`config.mk`:
```
export PLATFORM = sky130hd
export DESIGN_NAME = sem_back
export DESIGN_NICKNAME = d
export VERILOG_FILES = /design/src/sv/sem_pkg.sv /design/src/sv/sem_back.sv
export SDC_FILE = /design/constraint.sdc
export NUM_CORES = 1
export LEC_CHECK = 0
export ABC_AREA = 1
export BUFFER_PORTS_ARGS = -buffer_cell sky130_fd_sc_hd__buf_4
export CAP_MARGIN = 20
export CORE_AREA = 4 4 104 106
export CTS_CLUSTER_DIAMETER = 100
export CTS_CLUSTER_SIZE = 14
export DETAILED_ROUTE_END_ITERATION = 10
export DIE_AREA = 0 0 108 110
export HOLD_SLACK_MARGIN = 0.08
export PLACE_DENSITY = 0.72
export RECOVER_POWER = 25
export SLEW_MARGIN = 5
export SYNTH_ARGS = -nofsm -noshare
export SYNTH_HDL_FRONTEND = slang
export SYNTH_SLANG_ARGS = --single-unit
export TNS_END_PERCENT = 30
```
`constraint.sdc`:
```
create_clock -name clk -period 3.98 [get_ports clk]
set_input_delay 0.796 -clock clk [delete_from_list [all_inputs] [get_ports clk]]
set_output_delay 0.796 -clock clk [all_outputs]
set_load 0.01 [all_outputs]
```
`src/sv/sem_pkg.sv`:
```
// Shared types, register codes and arithmetic helpers of the Sobel edge magnitude unit.
// Depends on nothing. Every other file of the block but sem_ram imports it.
package sem_pkg;

  localparam int PIX_W  = 24;   // one RGB pixel, red in the top byte
  localparam int CH_W   = 8;    // one color sample
  localparam int GW     = 11;   // signed gradient, spans -1020..1020
  localparam int CFG_DW = 13;   // widest configuration register
  localparam int FW_W   = 11;   // frame_width register
  localparam int FH_W   = 13;   // frame_height register
  localparam int QDEPTH = 4;    // gradient queue entries
  localparam int QAW    = $clog2(QDEPTH);

  localparam logic [FW_W-1:0] FW_RESET = 11'd640;
  localparam logic [FH_W-1:0] FH_RESET = 13'd480;
  localparam logic [GW-1:0]   MAG_MAX  = 11'd255;

  // Configuration register indexes.
  localparam logic REG_FRAME_WIDTH  = 1'b0;
  localparam logic REG_FRAME_HEIGHT = 1'b1;

  // One classified pixel slot, handed from the front to the window stage.
  typedef struct packed {
    logic [PIX_W-1:0] sample;
    logic             top_en;
    logic             mid_en;
    logic             col0;
    logic             emit;
    logic             last;
  } fe_item_t;

  // Gradients of one result, queued between the window stage and the back end.
  typedef struct packed {
    logic signed [GW-1:0] gx_red;
    logic signed [GW-1:0] gy_red;
    logic signed [GW-1:0] gx_green;
    logic signed [GW-1:0] gy_green;
    logic signed [GW-1:0] gx_blue;
    logic signed [GW-1:0] gy_blue;
    logic                 last;
  } grad_t;

  // Horizontal gradient: right column minus left column, middle row doubled.
  function automatic logic signed [GW-1:0] grad_x(input logic [8:0][CH_W-1:0] p);
    logic [GW-1:0] pos;
    logic [GW-1:0] neg;
    pos = GW'(p[2]) + (GW'(p[5]) << 1) + GW'(p[8]);
    neg = GW'(p[0]) + (GW'(p[3]) << 1) + GW'(p[6]);
    return $signed(pos - neg);
  endfunction

  // Vertical gradient: bottom row minus top row, middle column doubled.
  function automatic logic signed [GW-1:0] grad_y(input logic [8:0][CH_W-1:0] p);
    logic [GW-1:0] pos;
    logic [GW-1:0] neg;
    pos = GW'(p[6]) + (GW'(p[7]) << 1) + GW'(p[8]);
    neg = GW'(p[0]) + (GW'(p[1]) << 1) + GW'(p[2]);
    return $signed(pos - neg);
  endfunction

  // (|gx| + |gy|) / 2, saturated to one byte.
  function automatic logic [CH_W-1:0] half_mag(input logic signed [GW-1:0] gx,
                                               input logic signed [GW-1:0] gy);
    logic [GW-1:0] ax;
    logic [GW-1:0] ay;
    logic [GW-1:0] s;
    logic [GW-1:0] half;
    ax   = gx[GW-1] ? GW'(-gx) : GW'(gx);
    ay   = gy[GW-1] ? GW'(-gy) : GW'(gy);
    s    = ax + ay;
    half = s >> 1;
    return (half > MAG_MAX) ? MAG_MAX[CH_W-1:0] : half[CH_W-1:0];
  endfunction

endpackage

```
`src/sv/sem_back.sv`:
```
// Back end: magnitude, halving and saturation per channel, then the output register.
// Depends on sem_pkg; drains the gradient queue.
module sem_back (
  input  logic                     clk,
  input  logic                     rst_n,
  input  logic                     head_valid,
  input  sem_pkg::grad_t           head,
  output logic                     pop,
  output logic                     out_valid,
  input  logic                     out_ready,
  output logic [sem_pkg::CH_W-1:0] out_red,
  output logic [sem_pkg::CH_W-1:0] out_green,
  output logic [sem_pkg::CH_W-1:0] out_blue,
  output logic                     out_last
);
  import sem_pkg::*;

  logic            out_valid_r;
  logic [CH_W-1:0] red_r, green_r, blue_r;
  logic            last_r;

  assign pop = head_valid && (!out_valid_r || out_ready);

  always_ff @(posedge clk) begin
    if (!rst_n) begin
      out_valid_r <= 1'b0;
    end else if (pop) begin
      out_valid_r <= 1'b1;
    end else if (out_ready) begin
      out_valid_r <= 1'b0;
    end
  end

  always_ff @(posedge clk) begin
    if (pop) begin
      red_r   <= half_mag(head.gx_red, head.gy_red);
      green_r <= half_mag(head.gx_green, head.gy_green);
      blue_r  <= half_mag(head.gx_blue, head.gy_blue);
      last_r  <= head.last;
    end
  end

  assign out_valid = out_valid_r;
  assign out_red   = red_r;
  assign out_green = green_r;
  assign out_blue  = blue_r;
  assign out_last  = last_r;

endmodule
```
* After elaboration in Yosys (flattened, before gate mapping) *
Cells that the tools add are included.

operators by class
  equal/unequal tests = 0
  magnitude comparators = 3
  multiply operators = 0
  shift operators = 0
  bitwise gates (word level) = 0
  divide/modulo/power cells = 0
  add/sub/neg operators = 9
  reduce and logical (&&, ||, !) cells = 4
  muxes and demuxes = 8

operators by type and width
  cell                                                                              number
  11-bit 2-to-1 mux                                                                 6
  11-bit negation                                                                   6
  11-bit adder                                                                      3
  10-bit by 8-bit greater-than comparator with 1-bit output, second input constant  3
  1-bit 2-to-1 mux                                                                  2
  2-bit nonzero test                                                                1
  1-bit logical AND                                                                 1
  1-bit logical NOT                                                                 1
  1-bit logical OR                                                                  1

word-level totals
  bits in writable memories = 0
  logic and storage cells = 29
  memories = 0
  memory bits (read-only) = 0
  output and inout port bits = 27
  bits in latches = 0
  register bits = 26

* Longest topological paths before layout *
  depth in word-level cells = 4
  mapped depth = 18
  depth with buffers taken out = 18

* Worst setup path before layout *
Ideal clock, no wire load.

  path type = input to output
  start = input head_valid
  end = output pop
  stages = 2
  setup slack = 0.965 ns
  arrival = 2.219 ns
  required time = 3.184 ns
  cells stage by stage = inv_1 -> a21oi_1

between the ends
  cells in the longest elaborated chain, start to end = 1

ends and longest elaborated chain
  item                line            RTL
  start: declaration  sem_back.sv:6   input logic head_valid,
  1-bit logical AND   sem_back.sv:22  assign pop = head_valid && (!out_valid_r || out_ready);
  end: declaration    sem_back.sv:8   output logic pop,

Every way passes these cells.

* Final worst setup path *
  start = input out_ready
  end = output pop

between the ends
  cells in the longest elaborated chain, start to end = 2

ends and longest elaborated chain
  item                line            RTL
  start: declaration  sem_back.sv:10  input logic out_ready,
  1-bit logical OR    sem_back.sv:22
  1-bit logical AND   sem_back.sv:22

Every way passes these cells.

==> impl_results.md <==
* Clock buffer depth at 2
* Origin of the critical flop-to-flop path: out_valid$_SDFFE_PN0P_
* Area share of the largest cell type after synthesis at roughly 19%
* CTS tree: done
* Io pins at 98
* GRT Overall Usage at roughly 16%
* DIE AREA at about 12000 sq um
* H-tree lvl count at 1
* Vias in the first global route at 3794
* Largest net degree at the start of global routing at 27
* Clock-pin transition on the worst setup and hold timing paths at 0.08 ns
* CTS buffer count at 3
* Seq/Total Area, Yosys at between 10% and 20%
* FILL cells at 985
* Antenna violations before repair at 0
* Initial Util at about two fifths
* Fmax at 0.3211 GHz
* Syn_nets at 717
* Setup repair bufs after CTS at 0
* Unrepaired setup endpoints after global routing: false
* Non-filler instance count after layout at 840
* Placed cells at approximately 840
* CP Capture Type: output port
* Critical Path RT at 3.18 ns
* Fin. Hold Viols at 0
* Leakage power at 2.483 nW
* Avg WL per Cell at approximately 11 microns
* CTS resizes at 0
* Worst min-delay path class: register to register
* Largest cells by area after synthesis: edfxtp_1, nand2_1, xor2_1
* CORE AREA at just under 10000 sq um
* CP arrival at approximately 2.3 ns
* Yosys reg bits at 26
* Site Rows at 36
* Gpl congestion at 0.8527
* Min-Delay Startpoint: out_valid$_SDFFE_PN0P_
* Fin nets at 815
* Clk sinks at 26
* First-iteration detailed-routing DRC count at 165
* Cells after Synth at 610
* Hold_buf cts at 0
* Crit path time final at 3.114 ns
* DRC violations left at 0
* Ant diodes at 0
* End of the worst hold path: out_valid$_SDFFE_PN0P_
* Clock Latency Late Sink at 0.27 ns
* Setup_tns at 0 ns
* Tcrit/Tclk final at 78.25%
* WS Path Type: input pin to output port
* Die Ht at 110 microns
* Max-cap violations at 0
* Final setup fails at 0
* Root Driver: clkbuf_8
* Crit-path max cell delay at slightly below 1 ns
* Status: finished, final reports clean
* Worst hold path depth at 2
* Reg2reg setup slack at 2.13 ns
* Total grt overflow at 0
* Power per cell area at 278.1 nW/um^2
* First-pass DRT Iterations at 4
* Cells on worst reg2reg path at 2
* Buffers on Ports at 97
* CP Cell Sequence: clkbuf_4 > inv_1 > a21oi_1 > clkbuf_1 > buf_4
* First-pass GRT wire length at 15900 microns
* CP Buf/Inv Count at 4
* DIE WIDTH at 108 microns
* Startpoint types: input pin
* Area Overhead vs Synth at 23.97%
* Via count at 3911
* Max Clock Skew at 0.006507 ns
* Least-Margin Pin Slew at 1.313 ns
* Area after DPL at 4761 sq um
* Register area at a little under 800 sq um
* CP max FO at 26
* Design area at 4808 sq um
* Share of layout cells above drive strength 1 at between 10% and 20%
* HPWL after detailed placement at 8540 microns
* Largest delay contributor family on the critical path: buffers and inverters
* Slew margin rel. at about an eighth
* Via density at 4.656
* Final core utilization at 49.19%
* Max IR drop VDD at 129.1 uV
* YS warnings at 0
* Cell Area, Synth at between 3000 and 4000 sq um
* Crit-path slowest cell: clkbuf_1
* Multi-input gate area in the final layout at 2698 sq um
* Syn_area_per_cell at 6.359 sq um
* Final wirelength at 9451 microns
* R2R Path End: out_green[6]$_SDFFCE_PN1P_
* Post-DRT Antenna Nets at 0
* Synth area leader: edfxtp_1
* Total chip power at 1.337 mW
* Final Max Slew Viols at 0
* Synth cell types at 30
## metrics by stage
step	hold WS, ns	setup slack (ns)
3_5_place_dp	0.5118	0.7249
5_1_grt	0.5563	0.6137
3_3_place_gp	0.4872	0.8420
4_1_cts	0.5242	1.017
2_1_floorplan	0.5032	0.9647
6_report	0.5015	0.8658
## cell type report
class                      count  share of cell area [%]
tap                          133                   3.461
timing repair buffer          98                   15.22
multi-input combinational    476                   56.10
inverter                     103                   8.041
sequential                    26                   16.03
clock buffer                   4                   1.145
## how the worst max path moves through the flow
stage                           from  slack [ns]                    endpoint  cells past startpoint
after floorplan           head_valid        0.96                         pop                      2
after global placement      head[35]        0.84  out_green[5]$_SDFFCE_PN1P_                     16
after detailed placement    head[35]        0.72  out_green[6]$_SDFFCE_PN1P_                     16
after CTS                   head[35]        1.02  out_green[6]$_SDFFCE_PN1P_                     16
after global routing       out_ready        0.61                         pop                      5
final                      out_ready        0.87                         pop                      5
## cells in the mapped netlist (all sizes together)
library cell  number
nand2            177
inv              103
nor2              75
nand3             55
xor2              51
ha                33
edfxtp            25
a21oi             21
o21ai             20
xnor2             17
nand4              8
nand3b             5
nor3               5
clkbuf             3
fa                 3
o21bai             3
buf                2
a21boi             1
a21o               1
a31oi              1
dfxtp              1
## worst reg2reg max path: stages (launching register included)
cell,delay [ns]
dfxtp_1,0.33
a21oi_1,0.15
clkbuf_1,0.98
## sequential cells by signal (all words and copies together) (netlist names)
name	count
out_valid	1
out_blue	8
out_last	1
out_green	8
out_red	8
## cells in the final DEF (no fill, tap or decap), types with 17 or more instances in the layout
master / netlist / layout
a21oi_1: 21 / 21
buf_4: 1 / 95
edfxtp_1: 25 / 25
ha_1: 33 / 33
inv_1: 99 / 99
nand2_1: 172 / 172
nand3_1: 54 / 54
nor2_1: 74 / 74
o21ai_0: 20 / 20
xnor2_1: 17 / 17
xor2_1: 51 / 51
## cell families (layout without fill, tap and decap cells)
kind of cell,Yosys count,in the layout,synth area share (%)
flip-flops,26,26,19.87
XOR/XNOR,68,68,15.35
AND/OR/NAND/NOR,325,325,35.58
adder cells (fa/ha/maj),36,36,12.19
AO/OA/AOI/OAI,47,47,6.420
buffers and inverters,108,205,10.58
## where the power goes
group	switching (mW)	internal [mW]	leakage, nW
clock network	0.0780	0.0883	0.0288
logic	0.468	0.333	2.24
registers	0.0120	0.358	0.219
## routing by layer
metal,track usage (%),wire length [microns]
met2,30.06,4706
met5,0,0
met1,19.82,4255
met3,1.573,337
met4,4.058,152
Power figures use the tool's default switching activity.
