<file path="config.mk">
export PLATFORM = sky130hd
export DESIGN_NAME = sem_window
export DESIGN_NICKNAME = d
export VERILOG_FILES = /design/src/sv/sem_pkg.sv /design/src/sv/sem_window.sv
export SDC_FILE = /design/constraint.sdc
export NUM_CORES = 1
export LEC_CHECK = 0
export BUFFER_PORTS_ARGS = -buffer_cell sky130_fd_sc_hd__buf_2
export CORE_MARGIN = 2
export CORE_UTILIZATION = 53
export DETAILED_ROUTE_END_ITERATION = 8
export PLACE_DENSITY = 0.86
export SLEW_MARGIN = 20
export SYNTH_ARGS = -nofsm -noshare
export SYNTH_HDL_FRONTEND = slang
export SYNTH_SLANG_ARGS = --single-unit
</file>
<file path="constraint.sdc">
create_clock -name clk -period 7.2 [get_ports clk]
set_input_delay 1.8 -clock clk [delete_from_list [all_inputs] [get_ports clk]]
set_output_delay 1.8 -clock clk [all_outputs]
set_load 0.05 [all_outputs]
</file>
<file path="src/sv/sem_pkg.sv">
// Shared types, register codes and arithmetic helpers of the Sobel edge magnitude unit.
// Depends on nothing. Every other file of the block but sem_ram imports it.
package sem_pkg;

  localparam int PIX_W  = 24;   // one RGB pixel, red in the top byte
  localparam int CH_W   = 8;    // one color sample
  localparam int GW     = 11;   // signed gradient, spans -1020..1020
  localparam int CFG_DW = 13;   // widest configuration register
  localparam int FW_W   = 11;   // frame_width register
  localparam int FH_W   = 13;   // frame_height register
  localparam int QDEPTH = 4;    // gradient queue entries
  localparam int QAW    = $clog2(QDEPTH);

  localparam logic [FW_W-1:0] FW_RESET = 11'd640;
  localparam logic [FH_W-1:0] FH_RESET = 13'd480;
  localparam logic [GW-1:0]   MAG_MAX  = 11'd255;

  // Configuration register indexes.
  localparam logic REG_FRAME_WIDTH  = 1'b0;
  localparam logic REG_FRAME_HEIGHT = 1'b1;

  // One classified pixel slot, handed from the front to the window stage.
  typedef struct packed {
    logic [PIX_W-1:0] sample;
    logic             top_en;
    logic             mid_en;
    logic             col0;
    logic             emit;
    logic             last;
  } fe_item_t;

  // Gradients of one result, queued between the window stage and the back end.
  typedef struct packed {
    logic signed [GW-1:0] gx_red;
    logic signed [GW-1:0] gy_red;
    logic signed [GW-1:0] gx_green;
    logic signed [GW-1:0] gy_green;
    logic signed [GW-1:0] gx_blue;
    logic signed [GW-1:0] gy_blue;
    logic                 last;
  } grad_t;

  // Horizontal gradient: right column minus left column, middle row doubled.
  function automatic logic signed [GW-1:0] grad_x(input logic [8:0][CH_W-1:0] p);
    logic [GW-1:0] pos;
    logic [GW-1:0] neg;
    pos = GW'(p[2]) + (GW'(p[5]) << 1) + GW'(p[8]);
    neg = GW'(p[0]) + (GW'(p[3]) << 1) + GW'(p[6]);
    return $signed(pos - neg);
  endfunction

  // Vertical gradient: bottom row minus top row, middle column doubled.
  function automatic logic signed [GW-1:0] grad_y(input logic [8:0][CH_W-1:0] p);
    logic [GW-1:0] pos;
    logic [GW-1:0] neg;
    pos = GW'(p[6]) + (GW'(p[7]) << 1) + GW'(p[8]);
    neg = GW'(p[0]) + (GW'(p[1]) << 1) + GW'(p[2]);
    return $signed(pos - neg);
  endfunction

  // (|gx| + |gy|) / 2, saturated to one byte.
  function automatic logic [CH_W-1:0] half_mag(input logic signed [GW-1:0] gx,
                                               input logic signed [GW-1:0] gy);
    logic [GW-1:0] ax;
    logic [GW-1:0] ay;
    logic [GW-1:0] s;
    logic [GW-1:0] half;
    ax   = gx[GW-1] ? GW'(-gx) : GW'(gx);
    ay   = gy[GW-1] ? GW'(-gy) : GW'(gy);
    s    = ax + ay;
    half = s >> 1;
    return (half > MAG_MAX) ? MAG_MAX[CH_W-1:0] : half[CH_W-1:0];
  endfunction

endpackage

</file>
<file path="src/sv/sem_window.sv">
// Window stage: 3x3 window shift, line store update with read bypass, gradient sums.
// Depends on sem_pkg; sits between sem_front and the gradient queue.
module sem_window #(
  parameter int CW = 10
) (
  input  logic                        clk,
  input  logic                        rst_n,
  input  logic                        s1_valid,
  input  sem_pkg::fe_item_t           s1_item,
  input  logic [CW-1:0]               s1_addr,
  output logic                        s1_take,
  input  logic                        rd_en,
  input  logic [CW-1:0]               rd_addr,
  input  logic [2*sem_pkg::PIX_W-1:0] ram_q,
  output logic                        ram_we,
  output logic [CW-1:0]               ram_waddr,
  output logic [2*sem_pkg::PIX_W-1:0] ram_wdata,
  input  logic                        q_ready,
  output logic                        q_push,
  output sem_pkg::grad_t              q_data
);
  import sem_pkg::*;

  logic [8:0][PIX_W-1:0]  win_r, win_nxt;
  logic [8:0][PIX_W-1:0]  calc;
  logic                   fwd_hit_r;
  logic [2*PIX_W-1:0]     fwd_data_r;
  logic [2*PIX_W-1:0]     line;
  logic [PIX_W-1:0]       near_raw, far_raw, top, mid;
  logic [8:0][CH_W-1:0]   pr, pg, pb;

  // A read issued in the same cycle as a write to that column sees the old
  // contents, so the written word is kept and used in its place.
  assign line     = fwd_hit_r ? fwd_data_r : ram_q;
  assign near_raw = line[2*PIX_W-1:PIX_W];
  assign far_raw  = line[PIX_W-1:0];
  assign top      = s1_item.top_en ? far_raw : '0;
  assign mid      = s1_item.mid_en ? near_raw : '0;

  assign s1_take   = s1_valid && (!s1_item.emit || q_ready);
  assign ram_we    = s1_take;
  assign ram_waddr = s1_addr;
  assign ram_wdata = {s1_item.sample, near_raw};

  always_comb begin
    calc[0] = win_r[1];
    calc[1] = win_r[2];
    calc[3] = win_r[4];
    calc[4] = win_r[5];
    calc[6] = win_r[7];
    calc[7] = win_r[8];
    if (s1_item.col0) begin
      // Past the right edge of the previous row: pad with zeros.
      calc[2] = '0;
      calc[5] = '0;
      calc[8] = '0;
      win_nxt    = '0;
      win_nxt[2] = top;
      win_nxt[5] = mid;
      win_nxt[8] = s1_item.sample;
    end else begin
      calc[2] = top;
      calc[5] = mid;
      calc[8] = s1_item.sample;
      win_nxt = calc;
    end
    for (int k = 0; k < 9; k++) begin
      pr[k] = calc[k][3*CH_W-1:2*CH_W];
      pg[k] = calc[k][2*CH_W-1:CH_W];
      pb[k] = calc[k][CH_W-1:0];
    end
  end

  always_comb begin
    q_push          = s1_take && s1_item.emit;
    q_data.gx_red   = grad_x(pr);
    q_data.gy_red   = grad_y(pr);
    q_data.gx_green = grad_x(pg);
    q_data.gy_green = grad_y(pg);
    q_data.gx_blue  = grad_x(pb);
    q_data.gy_blue  = grad_y(pb);
    q_data.last     = s1_item.last;
  end

  always_ff @(posedge clk) begin
    if (!rst_n) begin
      win_r     <= '0;
      fwd_hit_r <= 1'b0;
    end else begin
      if (s1_take) begin
        win_r <= win_nxt;
      end
      if (rd_en) begin
        fwd_hit_r <= ram_we && (ram_waddr == rd_addr);
      end
    end
  end

  always_ff @(posedge clk) begin
    if (rd_en) begin
      fwd_data_r <= ram_wdata;
    end
  end

endmodule

</file>
# Yosys cells after proc, flatten, opt, wreduce, memory -nomap -nowiden
# Index checks and enable logic that the tools add are counted.
[classes]
n_eq_ne = 1
magnitude_cmp = 0
n_reduce_logical = 5
shift = 0
div_mod_pow = 0
addsub = 30
mul = 0
n_mux = 7
n_bitwise = 0
[op_table]
columns = ["operator", "n"]
rows = [
  ["$mux W192", 1],
  ["$add A10 B8 Y11", 12],
  ["$add A8 B9 Y10", 12],
  ["$mux W24", 5],
  ["$sub A11 B11 Y11", 6],
  ["$mux W48", 1],
  ["$eq A10 B10 Y1", 1],
  ["$logic_and A1 B1 Y1", 3],
  ["$logic_not A1 Y1", 1],
  ["$logic_or A1 B1 Y1", 1],
]
[totals]
reg_bits = 193
memories = 0
mem_bits_ro = 0
latchBits = 0
ramBits = 0

# Depth between registers and ports, before layout
[logic_depth]
depth_word = 6
ltp_mapped = 18
mapped_depth_nobuf = 17

# Worst setup path after synthesis
# OpenSTA, ideal clock, no wires.
[synth_timing]
kind = "input -> output"
start = "input s1_item[3] in the netlist's numbering"
end = "output q_data[65] in the netlist's numbering"
cell_stages = 16
setup_slack_ps = -622
arrival_time_ps = 6022
cell_sequence = "clkbuf_1 > nor2b_1 > buf_2 > nand2_1 > fa_1 > inv_1 > fa_1 > inv_1 > fa_1 > inv_1 > fa_1 > a21oi_1 > o21ai_1 > a2111oi_2 > nor3_1 > xor2_1"
[synth_lines]
columns = ["item", "line", "rtl"]
rows = [
  ["start: declaration", "sem_window.sv:9", "input sem_pkg::fe_item_t s1_item,"],
  ["end: declaration", "sem_window.sv:20", "output sem_pkg::grad_t q_data"],
]

==> Implementation_results.wiki <==
{| class="wikitable"
! Metric !! Value
|-
| Result of the run || finished with violations
|-
| Violations in the final reports || negative setup slack
|-
| Crit start category || primary input
|-
| Wire length of the first global-routing pass || between 60 and 70 mm
|-
| Most numerous cell in the Yosys netlist || inv_1
|-
| Fmax achieved || roughly 130 MHz
|-
| Category of cells accounting for the largest share of critical-path delay || adder cells
|-
| Cell chosen for the clock root || clkbuf_16
|-
| Largest net degree at the start of global routing || 213
|-
| Share of post-route cells with drive strength above 1 || 0.341
|-
| Overflow after GRT || 0
|-
| Clock buffer count from CTS || 17
|-
| Most used DFF post-synth || dfxtp_1
|-
| Area of the mapped netlist || between 15,000 and 20,000 um^2
|-
| Nets@finish || 2,298
|-
| Mapped Nets || 1,995
|-
| Die height || 174 um
|-
| Antenna violations before repair || 0
|-
| Filler cells || approximately 1,900
|-
| CP most frequent cell || fa_1
|-
| Clock latency at the later pin of the worst-skew pair || between 400 and 500 ps
|-
| Switch Pwr || 2820 uW
|-
| Yosys top cell area share || 0.242
|-
| Critical-path maximum fanout || 5
|-
| Number of synthesized register bits || a little under 200
|-
| Clock tree from TritonCTS || built
|-
| Total via count after detailed routing || around 13,000
|-
| Power after layout || roughly 5900 uW
|-
| Proportion of synthesized flip-flops having asynchronous set or reset || 0
|-
| Final critical-path setup slack || -248 ps
|-
| Num ports || 230
|-
| Clock sink count || around 190
|-
| Setup repair after global routing missed its margin || yes
|-
| Number of pins with negative max-slew slack in the final report || 0
|-
| HPWL after detailed placement || 28.2 mm
|-
| Routed Antenna Nets || 0
|-
| Worst VDD drop || between 0.0004 and 0.0005 V
|-
| Gate count of the mapped netlist || ~1,600
|-
| Worst slew pin tran || around 890 ps
|-
| Path type of the worst setup path || in2out
|-
| Routability congestion estimate from global placement || 0.995
|-
| Data required time of the worst path || approximately 5400 ps
|-
| Share of synthesized area occupied by flip-flops and latches || 0.283
|-
| Sw frac || 0.477
|-
| Arrival time at the worst endpoint || 5650 ps
|-
| Routed len/inst || about 19 um
|-
| Final worst path period need || between 7000 and 8000 ps
|-
| Proportion of power drawn by the clock network || 0.159
|-
| Post-route non-filler standard cell count || 2,334
|-
| Mean instance size in the synthesized netlist || around 9.4 um^2
|-
| Site Rows || 62
|-
| Worst path bufs/invs || 6
|-
| Clock transition time at the flip-flop clock pins of the worst setup and hold paths || around 70 ps
|-
| Diodes inserted || 0
|-
| Number of synthesized flops with an enable pin || 48
|-
| Crit-path cells || buf_16 > nor2b_4 > buf_6 > nand2_4 > fa_1 > inv_1 > fa_1 > inv_2 > fa_1 > inv_2 > fa_2 > a21oi_4 > o21ai_4 > a2111oi_4 > nor3_4 > xor2_4 > buf_6
|-
| Sequential group share of total power || 0.198
|-
| Effective utilization at floorplan || 0.537
|-
| DP Cell Count || between 2,000 and 2,500
|-
| Most area-hungry cell type in the Yosys netlist || fa_1
|-
| GRT Overall Usage || 0.268
|-
| Ratio of total power to cell area || ~300 nW/um^2
|-
| Delay of the slowest critical-path stage || around 550 ps
|-
| Worst-path cell with the longest stage delay || fa_1
|-
| Max-capacitance violation count || 0
|-
| Critical path capture point type || output port
|-
| H-tree levels || 4
|-
| Violation count after the first detailed-routing iteration || roughly 850
|-
| Leakage || ~0.0085 uW
|-
| Wirelength, routed || 43.3 mm
|-
| Ratio of routed vias to standard cells || around 5.4
|-
| Residual DRC count || 0
|-
| Clock Path Buffers || 2
|-
| Worst min path class || reg2reg
|-
| Final setup fails || 13
|-
| Final cycle utilization of the critical path || 1.03
|-
| Vias in the first global route || about 13,000
|-
| Area growth from synthesis to layout || 28.4%
|-
| Final clock skew || between 15 and 20 ps
|-
| Overall die width || 174 um
|-
| Core Util, Final || 0.690
|-
| Distinct cell type count of the synthesized netlist || 43
|-
| Warning count from the yosys run || 0
|-
| Most instantiated cells after synthesis || 325 x inv_1, 186 x fa_1, 181 x nand2_1
|-
| Leading cell types by total area after synthesis || fa_1 24%, dfxtp_1 19%, edfxtp_1 9.4%, inv_1 7.9%, ha_1 5.9%
|-
| CORE AREA || about 29,000 um^2
|-
| Relative slew slack || 0.407
|-
| 1st-pass router iterations || 5
|-
| Die footprint || just over 30,000 um^2
|-
| Final Hold Fails || 0
|-
| Design internal power || just over 3000 uW
|-
| Combinational fraction of design power || 0.643
|-
| I/O Buffers || between 200 and 250
|}
[worst reg2reg max path: cells and delay by family, from the launching register on]
kind	cells	cell delay (ps)
simple gates	2	340
compound gates	1	50
buf+inv	2	450
flops	1	610
mux	1	400
[sequential cells by signal (all words and copies together) (netlist names)]
register and cells:
fwd_data_r 48, fwd_hit_r 1, calc 144
[repair_timing]
item	in CTS	in global routing
endpoints found under the setup margin	41	38
gates cloned	2	1
hold buffers	0	0
setup buffers	13	16
pin swaps	46	100
resized for setup	130	141
[power by group through the flow]
stage | registers (uW) | clock network (uW) | logic [uW]
2_1_floorplan | 1190 | 0 | 2310
3_3_place_gp | 1190 | 0 | 3040
3_5_place_dp | 1200 | 0 | 3120
4_1_cts | 1170 | 950 | 3400
5_1_grt | 1180 | 989 | 3990
6_report | 1170 | 938 | 3810
[layer usage]
metal / vias to the layer above / GRT usage / share of wire
li1: 5675 / - / -
met1: 6137 / 0.325 / 0.38
met3: 148 / 0.0547 / 0.066
met2: 589 / 0.470 / 0.51
met4: 0 / 0.103 / 0.043
met5: - / 0 / 0
[path summary, 6_finish.rpt]
kind         slack (ps)  depth (start not counted)    endpoint        from
min                 450                          2   calc[108]   calc[108]
max                -250                         17  q_data[65]  s1_item[2]
min reg2reg         450                          2   calc[108]   calc[108]
max reg2reg        5260                          6    calc[35]   fwd_hit_r
[cells in the final DEF (no fill, tap or decap), types with 18 or more instances in the layout]
cell type,instances
inv_1,299
buf_2,188
fa_1,172
nand2_1,169
buf_4,146
dfxtp_1,144
a21boi_1,70
a21oi_1,49
edfxtp_1,48
nor3_1,47
ha_1,45
mux2_2,44
nor2b_1,42
buf_6,41
nand3b_1,30
inv_2,28
and2_1,28
nand3_1,27
o21ai_0,26
xnor2_2,20
ha_4,20
a21oi_2,18
nand2b_1,18
clkbuf_16,18
[area by class of cell]
type | instances | area, um^2 | area share
Clock buffer | 19 | 433 | 0.0219
Clock inverter | 12 | 120 | 0.00608
Inverter | 327 | 1230 | 0.0622
Multi-Input combinational cell | 1007 | 10300 | 0.523
Sequential cell | 193 | 4350 | 0.220
Tap cell | 384 | 480 | 0.0243
Timing Repair Buffer | 392 | 2810 | 0.142
[per-stage QoR]
step | worst slack, ps | hold slack, ps | TNS (ps) | area (um^2)
6_report | -248 | 449 | -754 | 19700
5_1_grt | -343 | 467 | -2660 | 19700
4_1_cts | -107 | 452 | -297 | 19000
3_5_place_dp | -540 | 442 | -10810 | 17800
3_3_place_gp | -384 | 437 | -6710 | 17800
2_1_floorplan | -191 | 431 | -530 | 15700
[cells by family after synthesis]
kind of cell | Yosys count | share of synthesized area
AOI/OAI and AO/OA | 229 | 0.0949
xor gates and xnor gates | 52 | 0.0296
adders and majority gates | 258 | 0.301
buffers and inverters | 435 | 0.120
DFF | 193 | 0.283
muxes | 48 | 0.0352
and+or+nand+nor | 420 | 0.137
No activity file was read; power rests on OpenSTA's default activity.
