File: src/sv/sem_pkg.sv
// Shared types, register codes and arithmetic helpers of the Sobel edge magnitude unit.
// Depends on nothing. Every other file of the block but sem_ram imports it.
package sem_pkg;

  localparam int PIX_W  = 24;   // one RGB pixel, red in the top byte
  localparam int CH_W   = 8;    // one color sample
  localparam int GW     = 11;   // signed gradient, spans -1020..1020
  localparam int CFG_DW = 13;   // widest configuration register
  localparam int FW_W   = 11;   // frame_width register
  localparam int FH_W   = 13;   // frame_height register
  localparam int QDEPTH = 4;    // gradient queue entries
  localparam int QAW    = $clog2(QDEPTH);

  localparam logic [FW_W-1:0] FW_RESET = 11'd640;
  localparam logic [FH_W-1:0] FH_RESET = 13'd480;
  localparam logic [GW-1:0]   MAG_MAX  = 11'd255;

  // Configuration register indexes.
  localparam logic REG_FRAME_WIDTH  = 1'b0;
  localparam logic REG_FRAME_HEIGHT = 1'b1;

  // One classified pixel slot, handed from the front to the window stage.
  typedef struct packed {
    logic [PIX_W-1:0] sample;
    logic             top_en;
    logic             mid_en;
    logic             col0;
    logic             emit;
    logic             last;
  } fe_item_t;

  // Gradients of one result, queued between the window stage and the back end.
  typedef struct packed {
    logic signed [GW-1:0] gx_red;
    logic signed [GW-1:0] gy_red;
    logic signed [GW-1:0] gx_green;
    logic signed [GW-1:0] gy_green;
    logic signed [GW-1:0] gx_blue;
    logic signed [GW-1:0] gy_blue;
    logic                 last;
  } grad_t;

  // Horizontal gradient: right column minus left column, middle row doubled.
  function automatic logic signed [GW-1:0] grad_x(input logic [8:0][CH_W-1:0] p);
    logic [GW-1:0] pos;
    logic [GW-1:0] neg;
    pos = GW'(p[2]) + (GW'(p[5]) << 1) + GW'(p[8]);
    neg = GW'(p[0]) + (GW'(p[3]) << 1) + GW'(p[6]);
    return $signed(pos - neg);
  endfunction

  // Vertical gradient: bottom row minus top row, middle column doubled.
  function automatic logic signed [GW-1:0] grad_y(input logic [8:0][CH_W-1:0] p);
    logic [GW-1:0] pos;
    logic [GW-1:0] neg;
    pos = GW'(p[6]) + (GW'(p[7]) << 1) + GW'(p[8]);
    neg = GW'(p[0]) + (GW'(p[1]) << 1) + GW'(p[2]);
    return $signed(pos - neg);
  endfunction

  // (|gx| + |gy|) / 2, saturated to one byte.
  function automatic logic [CH_W-1:0] half_mag(input logic signed [GW-1:0] gx,
                                               input logic signed [GW-1:0] gy);
    logic [GW-1:0] ax;
    logic [GW-1:0] ay;
    logic [GW-1:0] s;
    logic [GW-1:0] half;
    ax   = gx[GW-1] ? GW'(-gx) : GW'(gx);
    ay   = gy[GW-1] ? GW'(-gy) : GW'(gy);
    s    = ax + ay;
    half = s >> 1;
    return (half > MAG_MAX) ? MAG_MAX[CH_W-1:0] : half[CH_W-1:0];
  endfunction

endpackage

File: src/sv/sem_queue.sv
// Short FIFO of gradient records between the window stage and the back end.
// Depends on sem_pkg for the record type and depth.
module sem_queue (
  input  logic           clk,
  input  logic           rst_n,
  input  logic           push,
  output logic           push_ready,
  input  sem_pkg::grad_t push_data,
  output logic           head_valid,
  input  logic           pop,
  output sem_pkg::grad_t head
);
  import sem_pkg::*;

  grad_t          mem_r [QDEPTH];
  logic [QAW-1:0] wr_ptr_r, rd_ptr_r;
  logic [QAW:0]   count_r, count_nxt;
  logic           do_push, do_pop;

  assign push_ready = count_r != (QAW+1)'(QDEPTH);
  assign head_valid = count_r != '0;
  assign head       = mem_r[rd_ptr_r];
  assign do_push    = push && push_ready;
  assign do_pop     = pop && head_valid;

  always_comb begin
    unique case ({do_push, do_pop})
      2'b10:   count_nxt = count_r + (QAW+1)'(1);
      2'b01:   count_nxt = count_r - (QAW+1)'(1);
      default: count_nxt = count_r;
    endcase
  end

  always_ff @(posedge clk) begin
    if (!rst_n) begin
      wr_ptr_r <= '0;
      rd_ptr_r <= '0;
      count_r  <= '0;
    end else begin
      if (do_push) begin
        wr_ptr_r <= wr_ptr_r + QAW'(1);
      end
      if (do_pop) begin
        rd_ptr_r <= rd_ptr_r + QAW'(1);
      end
      count_r <= count_nxt;
    end
  end

  always_ff @(posedge clk) begin
    if (do_push) begin
      mem_r[wr_ptr_r] <= push_data;
    end
  end

endmodule

File: config.mk
export PLATFORM = sky130hd
export DESIGN_NAME = sem_queue
export DESIGN_NICKNAME = d
export VERILOG_FILES = /design/src/sv/sem_pkg.sv /design/src/sv/sem_queue.sv
export SDC_FILE = /design/constraint.sdc
export NUM_CORES = 1
export LEC_CHECK = 0
export BUFFER_PORTS_ARGS = -buffer_cell sky130_fd_sc_hd__buf_2
export CORE_MARGIN = 2
export CORE_UTILIZATION = 30
export CTS_BUF_LIST = sky130_fd_sc_hd__clkbuf_2
export DETAILED_ROUTE_END_ITERATION = 10
export GPL_ROUTABILITY_DRIVEN = 0
export HOLD_SLACK_MARGIN = 0.06
export PLACE_DENSITY = 0.55
export SYNTH_ARGS = -nofsm -noshare
export SYNTH_HDL_FRONTEND = slang
export SYNTH_SLANG_ARGS = --single-unit
File: constraint.sdc
create_clock -name clk -period 3.6 [get_ports clk]
set_clock_uncertainty 0.15 [all_clocks]
set_input_delay 0.72 -clock clk [delete_from_list [all_inputs] [get_ports clk]]
set_output_delay 0.72 -clock clk [all_outputs]
set_load 0.01 [all_outputs]
# After elaboration in Yosys (flattened, before gate mapping)
# Memories as Yosys holds them, arrays and structs flattened. A register that Yosys moved wholly into a read port is not among the register bits.
# Cells that the tools add are included.
# classes
n_addsub,4
muxes,5
n_eq_ne,3
n_reduce_logical,4
# op_table
cell,n
$pmux 3 s2,1
$add 2x1->2 const B,2
$mux 2,2
$add 3x1->3 const B,1
$ne 3x3->1 const B,1
$reduce_bool 3->1,1
$sub 3x1->3 const B,1
$eq 2x1->1 const B,1
$eq 2x2->1 const B,1
$logic_and 1x1->1,2
$mux 1,2
$reduce_bool 2->1,1
# totals
reg_bits,7
out_inout_bits,69
mem_count,1
ramBits,268
wordCells,20
# mem_list
memory,depth,width,read_ports,rd_clocked_by_memory_dff,wr,line_no,rtl
mem_r,4,67,1,1,1,sem_queue.sv:15,grad_t mem_r [QDEPTH];

# Longest topological paths before layout
# Gate-level depths: netlist of run 1.
# depth
depth_word,4
depth_mapped,9
ltp_nobuf,9

# Worst setup path after synthesis of run 1
# OpenSTA, ideal clock, no wires.
# synth_path
kind,input to register
from,input push
to,"memory mem_r[2][0] in the netlist's numbering, enable pin"
n_path_buf,0
cell_stages,2
arrival_ns,2.730
setup_slack_ns,0.288
required_ns,3.018
cell_sequence,a21boi_1 > and2_1
# synth_via
elab_chain_len,3
# synth_rtl
element,line_no,rtl
"start, declared",sem_queue.sv:6,"input logic push,"
$logic_and 1x1->1,sem_queue.sv:23,assign do_push = push && push_ready;
$mux 1,sem_queue.sv:51,if (do_push) begin
$mux 1 (implied by the code),sem_queue.sv:52,mem_r[wr_ptr_r] <= push_data;
"end, declared",sem_queue.sv:15,
# Every way passes these cells.

==> results.toml, run 1 <==
[run_status]
status = "finished, final reports clean"

[min_path]
min_to = "wr_ptr_r[0]"
worstHoldPathCells = 3
hold_class = "input pin to flop"
min-delay-start = "push"

[setup_path]
critical_path.cell_chain = "buf_4 -> mux4_2 -> buf_2"
worst_path_largest_cell_delay_ns = 0.63
r2r_cells = 4
required_ns = 2.73
rrSetupSlack_ns = 1.19
path_max_fanout = 26
slowest_stage = "mux4_2"
r2r_end = "mem_r[2][29]"
reg2reg_from = "count_r[1]"
crit_arrival_ns = 2.42
critPathKind = "flop to output pin"
critPathCaptureType = "output pin"
start_kind = "flop"

[clocking]
cts.repair.resized = 0
clk_pin_slew_ns = 0.10
cts.htree.levels = 3
cts_setup_buffers = 0
cts_buffer_depth = 3
cts_buffers = 72
cts.sinks = 277
cts_tree = "yes"
clockRootBuffer = "clkbuf_2"
ctsHoldBuffers = 68
clock_latency_ns = 0.79

[routing]
detail-route-antenna-nets = 0
vias = 5077
drt-initial-drc-count = 291
wl_per_cell_um = 17.5
firstDrtPassIters = 4
routed_via_density = 4.35
drc_errors = 0
wirelength_um = 20500

[floorplanning]
io_pins = 140
die_h_um = 188
rows = 67
core_area_um2 = 33400
start_util_pct = 30.4
fp.dieW_um = 188
die_area_um2 = 35400

[pwr]
p_total_uw = 8040
power_switching_uw = 2300
p_int_uw = 5740
combPwrFrac_pct = 25.2
powerDensity_nw_per_um2 = 631
leakagePower_uw = 0.00437
swShare_pct = 28.6
p_clk_share_pct = 25.2
irDropWorstVdd_mv = 0.240
seqPwrFrac_pct = 49.6

[synth]
netlist_area_um2 = 10200
ys_ff_latch = 277
synth_xor_area_share_pct = 0.344
async_reset_ff_share_pct = 0
syn_nets = 479
ys_types = 25
netlist_instances = 402
ys.flop_type = "edfxtp_1"
synthMuxAreaShare_pct = 15.0
synthSimpleGateAreaFrac_pct = 0.934
synth_compound_area_share_pct = 0.418
yosysWarnings = 0
avgSynthCellArea_um2 = 25.3
yosysSeqAreaShare_pct = 80.8
synth_top_family_by_area = "multiplexers"
synth_adder_area_share_pct = 0.811
synth_enable_flop_cells = 268

[sta]
setup_violations = 0
rsz0062_at_grt = "false"
finalSetupTns_ns = 0
max_freq_mhz = 304
period_share_pct = 91.3
max_slew_margin_pct = 61.1
drv_slew = 0
period_minus_slack_ns = 3.29
tightest_slew_ns = 0.582
hold_viol = 0

[cells_and_area]
final_util_pct = 38.1
fin_cells = 1166
nFillCells = 3103
nets = 751
drive_gt1_share_pct = 44.8
area.growth.synth_to_final_pct = 25.0

[run]
cap_violations = 0

[global_route]
overflow = 0
track_usage_pct = 11.8
grt_pass1_wl_um = 31400
grt_max_degree = 43
grt_pass1_vias = 5632
antenna_found_initial = 3

[placed_design]
io_buffers = 139
place_inst = 980
dpl.hpwl_um = 12000
[synth_stat cells (2+ instances only)]
library cell	number	area, µm²
edfxtp_1	268	8050
mux4_2	67	1510
dfxtp_1	9	180
and2_1	7	43.8
inv_1	6	22.5
nand2_1	6	22.5
ha_1	5	62.6
buf_12	4	80.1
buf_2	4	20.0
buf_1	3	11.3
buf_4	3	22.5
xnor2_1	3	26.3
mux2i_1	2	20.0
nor2b_1	2	12.5
o21ai_0	2	10.0
or3_1	2	12.5
[routing by layer]
metal | wire length [µm] | GRT usage (%)
met4 | 406 | 5.06
met3 | 1260 | 3.84
met2 | 10100 | 19.2
met5 | 13 | 0
met1 | 8630 | 14.4
[power by group through the flow]
stage / registers [µW] / logic (µW) / clock network [µW]
after CTS: 3990 / 2100 / 2160
after floorplan: 4030 / 1390 / 0
after global routing: 4020 / 2200 / 2300
after detailed placement: 4070 / 2030 / 0
final: 3990 / 2020 / 2030
after global placement: 4040 / 2020 / 0
[state kept, by name (all words and copies together), names as in the netlist, named ones only]
register and cells:
count_r 3, wr_ptr_r 2, rd_ptr_r 2, mem_r 268
[stage by stage]
step | area (µm²) | setup WS (ns) | hold slack [ns]
finish | 12700 | 0.313 | 0.260
detailed placement | 11400 | 0.866 | 0.352
floorplan | 10200 | 0.288 | 0.318
global placement | 11400 | 0.883 | 0.329
CTS | 12700 | 0.118 | 0.104
global route | 12700 | 0.0539 | 0.156
[layout make-up]
| cell class | count | area (µm²) | share of cell area, % |
|---|---|---|---|
| Sequential cell | 277 | 8240 | 64.7 |
| Clock inverter | 19 | 126 | 0.992 |
| Inverter | 6 | 22.5 | 0.177 |
| Antenna cell | 2 | 5.00 | 0.0393 |
| Multi-Input combinational cell | 103 | 1790 | 14.1 |
| Clock buffer | 97 | 485 | 3.81 |
| Tap cell | 448 | 561 | 4.40 |
| Timing Repair Buffer | 214 | 1500 | 11.8 |
[critical path: cells and delay by family (launching register included)]
kind	cells	cell delay [ns]
muxes	1	0.63
DFF	1	0.37
buffers and inverters	2	0.63
[placed cells by master, fill, tap and decap left out, types with 4 or more instances in the layout]
master | synthesis | final
inv_1 | 6 | 6
ha_1 | 5 | 5
and2_4 | 0 | 4
nand2_1 | 6 | 6
clkbuf_2 | 0 | 97
buf_12 | 4 | 6
dfxtp_1 | 9 | 7
clkinv_1 | 0 | 14
dlygate4sd3_1 | 0 | 68
buf_2 | 4 | 139
edfxtp_1 | 268 | 268
mux4_2 | 67 | 67
[worst max path at each step]
stage,depth (start not counted),slack [ns],endpoint,from
detailed placement,4,0.87,mem_r[1][66],push
CTS,3,0.12,head[61],flop
global route,3,0.05,head[61],flop
finish,3,0.31,head[61],flop
global placement,4,0.88,mem_r[0][66],push
floorplan,2,0.29,mem_r[2][0],push
[logic make-up after synthesis]
family / Yosys count
XOR/XNOR: 4
AO/OA/AOI/OAI: 6
AND/OR/NAND/NOR: 18
buffers and inverters: 22
flip-flops: 277
adder cells (fa/ha/maj): 6
multiplexers: 69
Power figures use the tool's default switching activity.
==> run 2: changes to the inputs <==
- REMOVE_ABC_BUFFERS: default -> 1
==> results.toml, run 2 (synthesized netlist as in run 1, its figures left out) <==
[pwr]
p_clk_share_pct = 27.4
powerDensity_nw_per_um2 = 647
swShare_pct = 28.6
combPwrFrac_pct = 24.7
power_switching_uw = 2380
irDropWorstVdd_mv = 0.435
p_int_uw = 5950
seqPwrFrac_pct = 48.0
p_total_uw = 8330
leakagePower_uw = 0.00446

[floorplanning]
die_h_um = 188
rows = 67
fp.dieW_um = 188
die_area_um2 = 35400
start_util_pct = 30.4
io_pins = 140
core_area_um2 = 33400

[routing]
wl_per_cell_um = 18.2
drt-initial-drc-count = 333
firstDrtPassIters = 4
drc_errors = 0
routed_via_density = 4.35
detail-route-antenna-nets = 0
vias = 5150
wirelength_um = 21600

[sta]
period_share_pct = 93.2
drv_slew = 0
rsz0062_at_grt = "false"
hold_viol = 0
max_slew_margin_pct = 58.3
max_freq_mhz = 298
tightest_slew_ns = 0.625
hold_slack_ns = 0.272
setup_violations = 0
period_minus_slack_ns = 3.36

[setup_path]
reg2reg_from = "count_r[0]"
critPathKind = "flop to output pin"
r2r_cells = 10
start_kind = "flop"
r2r_end = "count_r[2]"
path_max_fanout = 29
required_ns = 2.73
rrSetupSlack_ns = 1.22
critPathCaptureType = "output pin"
crit_arrival_ns = 2.49

[run_status]
status = "finished, final reports clean"

[cells_and_area]
final_common_cell = "edfxtp_1"
nets = 756
fin_cells = 1184
multi_input_area_um2 = 1790
nFillCells = 3092
mostFrequentLayoutCells = "edfxtp_1 (268), buf_2 (139), clkbuf_2 (105), dlygate4sd3_1 (68), mux4_2 (67)"
area.growth.synth_to_final_pct = 26.5
reg_top3 = "mem_r x268, count_r x3"
largest_reg_flops = 268
seq_area_um2 = 8240
largest_register = "mem_r"
drive_gt1_share_pct = 46.0

[global_route]
grt_max_degree = 39
grt_pass1_wl_um = 33400
overflow = 0
antenna_found_initial = 4
track_usage_pct = 12.5
grt_pass1_vias = 5909

[clocking]
cts_buffer_depth = 3
clockRootBuffer = "clkbuf_2"
clock_latency_ns = 0.80
cts_setup_buffers = 0
ctsHoldBuffers = 68
cts.sinks = 277
cts.repair.resized = 0
cts_tree = "yes"
clk_pin_slew_ns = 0.10
cts_buffers = 72
cts.htree.levels = 3

[min_path]
hold_class = "input pin to flop"
worstHoldPathCells = 4
min_to = "rd_ptr_r[0]"
min-delay-start = "pop"

[placed_design]
io_buffers = 139
place_inst = 985
dpl.hpwl_um = 13100

[run]
cap_violations = 0
-- run 2: changes by cell type in the layout (fill, tap and decap cells not counted), sizes merged --
cell | previous run | this run
clkbuf | 97 | 105
buf | 146 | 151
bufinv | 2 | 4
diode | 2 | 4
inv | 7 | 8
-- run 2: power groups by stage --
| stage | logic [µW] | registers (µW) | clock network, µW |
|---|---|---|---|
| floorplan | 1100 | 4220 | 0 |
| detailed placement | 2060 | 4070 | 0 |
| CTS | 2130 | 4000 | 2380 |
| finish | 2050 | 4000 | 2280 |
| global route | 2230 | 4020 | 2550 |
| global placement | 2030 | 4050 | 0 |
-- run 2: worst max path at each step --
stage          from         end  slack (ns)  cells after the start
2_1_floorplan  flop     head[0]       -0.80                      1
3_3_place_gp   push  count_r[2]        0.92                     10
3_5_place_dp   push  count_r[2]        0.91                     10
4_1_cts        flop    head[31]        0.07                      3
5_1_grt        flop    head[31]        0.02                      3
6_report       flop    head[31]        0.24                      3
-- run 2: layout make-up --
class | count | share of cell area [%]
Multi-Input combinational cell | 103 | 13.9
Inverter | 6 | 0.175
Clock buffer | 105 | 4.08
Timing Repair Buffer | 219 | 12.0
Clock inverter | 22 | 1.48
Tap cell | 448 | 4.35
Antenna cell | 4 | 0.0777
Sequential cell | 277 | 63.9
-- run 2: through the flow --
| step | instance area, µm² | setup WS, ns | utilization, % | TNS [ns] |
|---|---|---|---|---|
| floorplan | 10000 | -0.804 | - | -53.88 |
| global placement | 11500 | 0.918 | 34.3 | 0 |
| detailed placement | 11500 | 0.913 | 34.3 | 0 |
| CTS | 12900 | 0.0693 | 38.5 | 0 |
| global route | 12900 | 0.0227 | 38.5 | 0 |
| finish | 12900 | 0.245 | 38.5 | 0 |
-- run 2: metal layers --
metal	up-vias	wire length, µm	track usage (%)
met5	-	13	0
met4	2	373	5.24
li1	2309	-	-
met1	2630	9270	15.3
met2	169	10500	20.5
met3	40	1420	4.04
-- run 2: worst max-delay path, stage by stage, from the launching register on --
cell and delay [ns]:
dfxtp_4 0.37, buf_4 0.51, mux4_2 0.62, buf_2 0.16
